[config.mk]
export PLATFORM = sky130hd
export DESIGN_NAME = nvw_ram
export DESIGN_NICKNAME = d
export VERILOG_FILES = /design/src/design/nvw_ram.sv
export SDC_FILE = /design/constraint.sdc
export NUM_CORES = 1
export LEC_CHECK = 0
export BUFFER_PORTS_ARGS = -buffer_cell sky130_fd_sc_hd__clkbuf_2
export CAP_MARGIN = 15
export CORE_MARGIN = 10
export CORE_UTILIZATION = 50
export DETAILED_ROUTE_END_ITERATION = 8
export HOLD_SLACK_MARGIN = 0.06
export PLACE_DENSITY = 0.86
export SYNTH_ARGS = -nofsm -noshare
export SYNTH_HDL_FRONTEND = slang
export SYNTH_SLANG_ARGS = --single-unit
[constraint.sdc]
create_clock -name clock -period 1.4 [get_ports clock]
set_input_delay 0.35 -clock clock [delete_from_list [all_inputs] [get_ports clock]]
set_output_delay 0.35 -clock clock [all_outputs]
set_load 0.005 [all_outputs]
[src/design/nvw_ram.sv]
`default_nettype none

module nvw_ram #(
   parameter int WIDTH = 8,
   parameter int DEPTH = 2
) (
   input  logic                     clock,
   input  logic                     wr_en,
   input  logic [$clog2(DEPTH)-1:0] wr_addr,
   input  logic [WIDTH-1:0]         wr_data,
   input  logic                     rd_en,
   input  logic [$clog2(DEPTH)-1:0] rd_addr,
   output logic [WIDTH-1:0]         rd_data
);

   logic [WIDTH-1:0] mem_ff [DEPTH];
   logic [WIDTH-1:0] rd_data_ff;

   // Single write port, registered read port
   always_ff @(posedge clock) begin
      if (wr_en) begin
         mem_ff[wr_addr] <= wr_data;
      end
      if (rd_en) begin
         rd_data_ff <= mem_ff[rd_addr];
      end
   end

   assign rd_data = rd_data_ff;

endmodule

`default_nettype wire

### Word level (Yosys, flattened, before mapping)

Memory sizes are Yosys's and may differ from the RTL's. A register that Yosys moved wholly into a read port is not among the register bits.
Index checks and enable logic that the tools add are counted.

* muxes and demuxes: 2

Operator list (count)
* 2-to-1 mux 1 bit: 2

* register bits after elaboration: 0
* bits in writable memories: 16
* output and inout bits: 8
* logic and storage cells: 3
* memories kept: 1

Memory list
* mem_ff: depth 2, bits a word 8, read ports 1, clocked after Yosys merged registers in 1, wr ports 1, RTL line 16 `logic [WIDTH-1:0] mem_ff [DEPTH];`

### Longest topological paths before layout

Gate-level depths: netlist of the first run.

* depth after elaboration: 2
* mapped depth: 2
* depth with buffers taken out: 1

### Worst setup path before layout of the first run

No wires, ideal clock.

* path type: input-to-reg
* start point: in wr_en
* end point: mem mem_ff[0][0] (enable)
* library setup time: 0.373 ns
* arrival: 0.770 ns
* data required time: 1.027 ns
* setup slack: 0.257 ns
* cell stages on the path: 1
* buffers on the path: 0
* cells stage by stage: nor2b_1

* longest elaborated chain between the ends: 2

RTL lines
* start: declaration: RTL line 8 `input logic wr_en,`
* 2-to-1 mux 1 bit: RTL line 21 `if (wr_en) begin`
* 2-to-1 mux 1 bit (implied by the code): RTL line 22 `mem_ff[wr_addr] <= wr_data;`
* end: declaration: RTL line 16

Every way passes these cells.

### Worst setup path after layout of the first run

* start point: reg rd_data_ff[0] (netlist: rd_data[0]) (read register of mem_ff)
* end point: out rd_data[0]

RTL lines
* start: declaration: RTL line 17 `logic [WIDTH-1:0] rd_data_ff;`
* end: declaration: RTL line 13 `output logic [WIDTH-1:0] rd_data`

No word-level cell between the ends.

==> metrics.md, run 1 <==
| Metric | Value |
|---|---|
| Status | `complete, no violations` |
| RSZ-0062 raised after global routing | `false` |
| Wire per inst | `15.2 um` |
| Post-route DRC | `0` |
| Die area | `3790 um^2` |
| Yosys top cell area share | `83.4%` |
| DR pass1 iterations | `2` |
| Post-Syn Instances | `35` |
| Min cycle time layout | `1150 ps` |
| CP arrival | `800 ps` |
| Clk_skew | `1.65 ps` |
| Vias in the first global route | `413` |
| Total Power | `1240 uW` |
| CTS buffer count | `3` |
| Setup violators final | `0` |
| Yosys top cell by area | `edfxtp_1` |
| Synth Warn # | `0` |
| Pin count of the biggest net entering global routing | `14` |
| Die Span Y | `61.6 um` |
| Inst Count DP | `71` |
| Area after DPL | `981 um^2` |
| IO Count | `21` |
| FP Rows | `14` |
| CP max FO | `1` |
| Final hold viol count | `0` |
| Routability cong. | `0.629` |
| Fraction of the cycle the final worst path needs | `82.5%` |
| Design area | `1010 um^2` |
| Clk_lat worst skew | `300 ps` |
| Fmax | `0.866 GHz` |
| Seq/Total Area, Yosys | `83.4%` |
| CP max-delay cell | `edfxtp_1` |
| Port bufs | `20` |
| Filler instances | `116` |
| TritonCTS clock tree | `built` |
| Pins Over Slew Limit | `0` |
| WS Path Type | `register to primary output` |
| Bufs and invs on worst path | `1` |
| Commonest cells after routing, fill and taps aside | `edfxtp_1 (24), clkbuf_2 (20), mux2_4 (8)` |
| Top post-synthesis cells by area | `edfxtp_1 (83%), mux2_4 (14%), buf_6 (1.3%)` |
| Initial antenna violation count | `0` |
| CTS H-tree lvls | `1` |
| Die width | `61.6 um` |
| Hold_buf cts | `0` |
| Finished Layout Cells | `75` |
| DR vias/cell | `4.99` |
| Worst VDD drop | `1030 uV` |
| Total routed wirelength | `1140 um` |
| Slew Limit Headroom | `76.9%` |
| Crit path cell chain | `clkbuf_2` |
| Starting DRT DRC Count | `3` |
| CTS clk-pin slew, worst paths | `120 ps` |
| Syn nets | `48` |
| Worst setup SP type | `register` |
| Postcts setup bufs | `0` |
| Endpoint required time on the critical path | `1050 ps` |
| LEAKAGE | `0.000403 uW` |
| Setup TNS | `0 ps` |
| Delay-heaviest family, CP | `flip-flops` |
| GR Overflow Total | `0` |
| Clock Path Buffers | `2` |
| Syn avg cell area | `24.7 um^2` |
| Area grow syn2layout | `16.5%` |
| Worst-Margin Slew | `347 ps` |
| Layout cells sized above 1 | `54.2%` |
| Register bit count reported by yosys | `24` |
| # diodes | `0` |
| First-pass GRT wire length | `1730 um` |
| Hold Crit Class | `input port to register` |
| Synth unique cells | `5` |
| Power Density | `1240 nW/um^2` |
| GRT Util Overall | `6.73%` |
| Post-synthesis cell area | `865 um^2` |
| Routed vias | `374` |
| Max-cap check violation count | `0` |
| Commonest non-fill, non-tap cell in the layout | `edfxtp_1` |
| Fin nets | `73` |
| Clock Sinks | `24` |
| Initial Util | `54.8%` |
| # resized after CTS | `0` |
| Core ar. | `1580 um^2` |
| Antenna viol nets, final | `0` |
| Critical path capture point type | `primary output` |
| Clock root buffer | `clkbuf_4` |
| Peak per-stage delay on the critical path | `380 ps` |
## cell usage after synthesis
cell,instances
buf_6,1
mux2_4,8
edfxtp_1,24
and2_1,1
nor2b_1,1
## report_power, final
part	total (uW)	internal, uW	switching [uW]
logic	94.8	56.1	38.7
registers	860	848	12.4
clock network	289	104	185
## layout make-up
type | instances | area [um^2] | area share, %
clock inverter | 1 | 3.75 | 0.373
timing repair buffer | 21 | 108 | 10.7
clock buffer | 3 | 22.5 | 2.24
tap | 16 | 20.0 | 1.99
multi-input combinational | 10 | 133 | 13.2
sequential | 24 | 721 | 71.6
## registers in the layout (all words and copies together), names as in the netlist
name	flops
mem_ff	16
rd_data	8
## worst paths after layout
| kind | from | end | slack, ps | cells past startpoint |
|---|---|---|---|---|
| worst max-delay path | rd_data[0] | rd_data[0] | 250 | 1 |
| worst min-delay path | wr_data[7] | mem_ff[0][7] | 230 | 1 |
| worst max register to register | mem_ff[0][5] | rd_data[5] | 500 | 1 |
| worst min register to register | mem_ff[0][4] | rd_data[4] | 560 | 1 |
## cells by family (layout without fill, tap and decap cells)
| group | count (synthesis) | after routing | synth area share, % |
|---|---|---|---|
| AND/OR/NAND/NOR | 2 | 2 | 1.45 |
| flip-flops | 24 | 24 | 83.4 |
| buffers and inverters | 1 | 25 | 1.30 |
| multiplexers | 8 | 8 | 13.9 |
## per-stage QoR
step | hold slack [ps] | setup WS (ps) | utilization (%)
after floorplan | 449 | 257 | -
after global placement | 530 | 224 | 62.2
after detailed placement | 535 | 199 | 62.2
after CTS | 220 | 237 | 63.9
after global routing | 203 | 185 | 63.9
final | 229 | 246 | 63.9
## per-layer routing
metal	track usage (%)	share of wire, %	routed length (um)
met1	5.32	38	437
met5	0	0	0
met2	11.7	47	535
met3	3.09	11	130
met4	6.69	3.3	38
Note: power is estimated with default switching activity, not from simulation.
==> inputs of run 2 (changes only) <==
Settings changed: CORE_ASPECT_RATIO from default to 1.4, CORE_UTILIZATION 50 to 45, PLACE_DENSITY 0.86 to 0.83.
Clock period 1.4 ns to 1 ns, I/O delays scaled along.
==> metrics.md, run 2 (synthesis gave the netlist of run 1 again) <==
| Metric | Value |
|---|---|
| Layout cells sized above 1 | `58.1%` |
| # resized after CTS | `0` |
| CP arrival | `810 ps` |
| Worst-Margin Slew | `266 ps` |
| DR vias/cell | `4.87` |
| Core ar. | `1800 um^2` |
| P_int | `1420 uW` |
| Initial Util | `48.0%` |
| Fmax | `0.944 GHz` |
| Final worst slack | `-59.7 ps` |
| Total routed wirelength | `1190 um` |
| Hold_buf cts | `0` |
| Postcts setup bufs | `0` |
| Area after DPL | `1010 um^2` |
| Design area | `1040 um^2` |
| WS Path Type | `register to primary output` |
| Clock network fraction of design power | `22.7%` |
| Commonest cells after routing, fill and taps aside | `edfxtp_1 (24), clkbuf_2 (20), mux2_4 (8)` |
| Final hold viol count | `0` |
| Capture point of the worst path | `rd_data[6]` |
| FP Rows | `18` |
| Starting DRT DRC Count | `9` |
| GR Overflow Total | `0` |
| Vias in the first global route | `456` |
| Clock Sinks | `24` |
| Worst setup SP type | `register` |
| Switching Fraction | `18.6%` |
| Most flops, register | `mem_ff` |
| Min cycle time layout | `1060 ps` |
| Routability cong. | `0.594` |
| Endpoint required time on the critical path | `750 ps` |
| Pin count of the biggest net entering global routing | `14` |
| Util after Layout | `57.6%` |
| Max FFs per register | `16` |
| RSZ-0062 raised after global routing | `true` |
| Reg2Reg Depth | `1` |
| Total Power | `1740 uW` |
| IO Count | `21` |
| TritonCTS clock tree | `built` |
| Die Span Y | `71.9 um` |
| # diodes | `0` |
| Area grow syn2layout | `20.0%` |
| Filler instances | `149` |
| DR pass1 iterations | `2` |
| Commonest non-fill, non-tap cell in the layout | `edfxtp_1` |
| GRT Util Overall | `5.80%` |
| CP Depth | `1` |
| Peak per-stage delay on the critical path | `390 ps` |
| CTS H-tree lvls | `1` |
| CTS buffer count | `3` |
| Critical Path Source | `rd_data[6]` |
| Initial antenna violation count | `0` |
| Port bufs | `20` |
| Die area | `4100 um^2` |
| Setup violators final | `8` |
| Status | `finished, violations left` |
| LEAKAGE | `0.000419 uW` |
| Flop-to-flop setup slack | `110 ps` |
| Gate power share | `8.2%` |
| Reg-to-Reg End | `rd_data[4]` |
| Fraction of the cycle the final worst path needs | `106%` |
| Delay-heaviest family, CP | `flip-flops` |
| Crit path cell chain | `clkbuf_2` |
| Antenna viol nets, final | `0` |
| Pins Over Slew Limit | `0` |
| Routed vias | `399` |
| CP max-delay cell | `edfxtp_1` |
| Worst VDD drop | `1310 uV` |
| Power Density | `1680 nW/um^2` |
| Sw Pwr | `323 uW` |
| CTS clk-pin slew, worst paths | `120 ps` |
| Clk_lat worst skew | `300 ps` |
| Slew Limit Headroom | `82.3%` |
| CP max FO | `1` |
| Clk_skew | `4.74 ps` |
| Setup slack at placement | `-88.2 ps` |
| Die width | `57.0 um` |
| Post-route DRC | `0` |
| First-pass GRT wire length | `1850 um` |
| Clock root buffer | `clkbuf_4` |
| Critical path capture point type | `primary output` |
| Hold Crit Class | `input port to register` |
| Sequential group share of total power | `69.1%` |
| Reg2Reg Launch Point | `mem_ff[0][4]` |
| Bufs and invs on worst path | `1` |
| Fin nets | `76` |
| Setup TNS | `-340 ps` |
| Failing checks | `negative setup slack` |
| Max-cap check violation count | `0` |
| Clock Path Buffers | `2` |
| Wire per inst | `14.5 um` |
run 2: metrics by stage:
stage	cells	hold slack, ps
detailed placement	78	445
global route	82	111
global placement	78	440
CTS	82	121
floorplan	35	349
finish	82	132
run 2: layout make-up:
class | count | area (um^2) | share of cell area, %
Multi-Input combinational cell | 10 | 135 | 13.0
Tap cell | 20 | 25.0 | 2.41
Clock buffer | 3 | 22.5 | 2.17
Timing Repair Buffer | 24 | 130 | 12.5
Clock inverter | 1 | 3.75 | 0.362
Sequential cell | 24 | 721 | 69.5
run 2: worst min path at each step:
stage	slack [ps]	endpoint	cells after the start	start
finish	130	mem_ff[0][0]	1	wr_data[0]
global route	110	mem_ff[1][0]	1	wr_data[0]
CTS	120	mem_ff[0][0]	1	wr_data[0]
detailed placement	440	mem_ff[0][0]	1	wr_data[0]
global placement	440	mem_ff[1][0]	1	wr_data[0]
floorplan	350	mem_ff[0][0]	0	wr_data[0]
run 2: power groups by stage:
stage	clock network, uW	logic (uW)	registers [uW]
after floorplan	0	69.5	1230
after global placement	0	139	1220
after detailed placement	0	146	1230
after CTS	415	146	1210
after global routing	468	154	1210
final	395	143	1200
run 2: layer usage:
layer  GRT usage, %  up-vias  share of wire, %
met2           10.0       17                52
met3           3.53        2                10
met1           4.71      188                37
met5              0        -                 0
li1               -      192                 -
met4           3.93        0               1.3
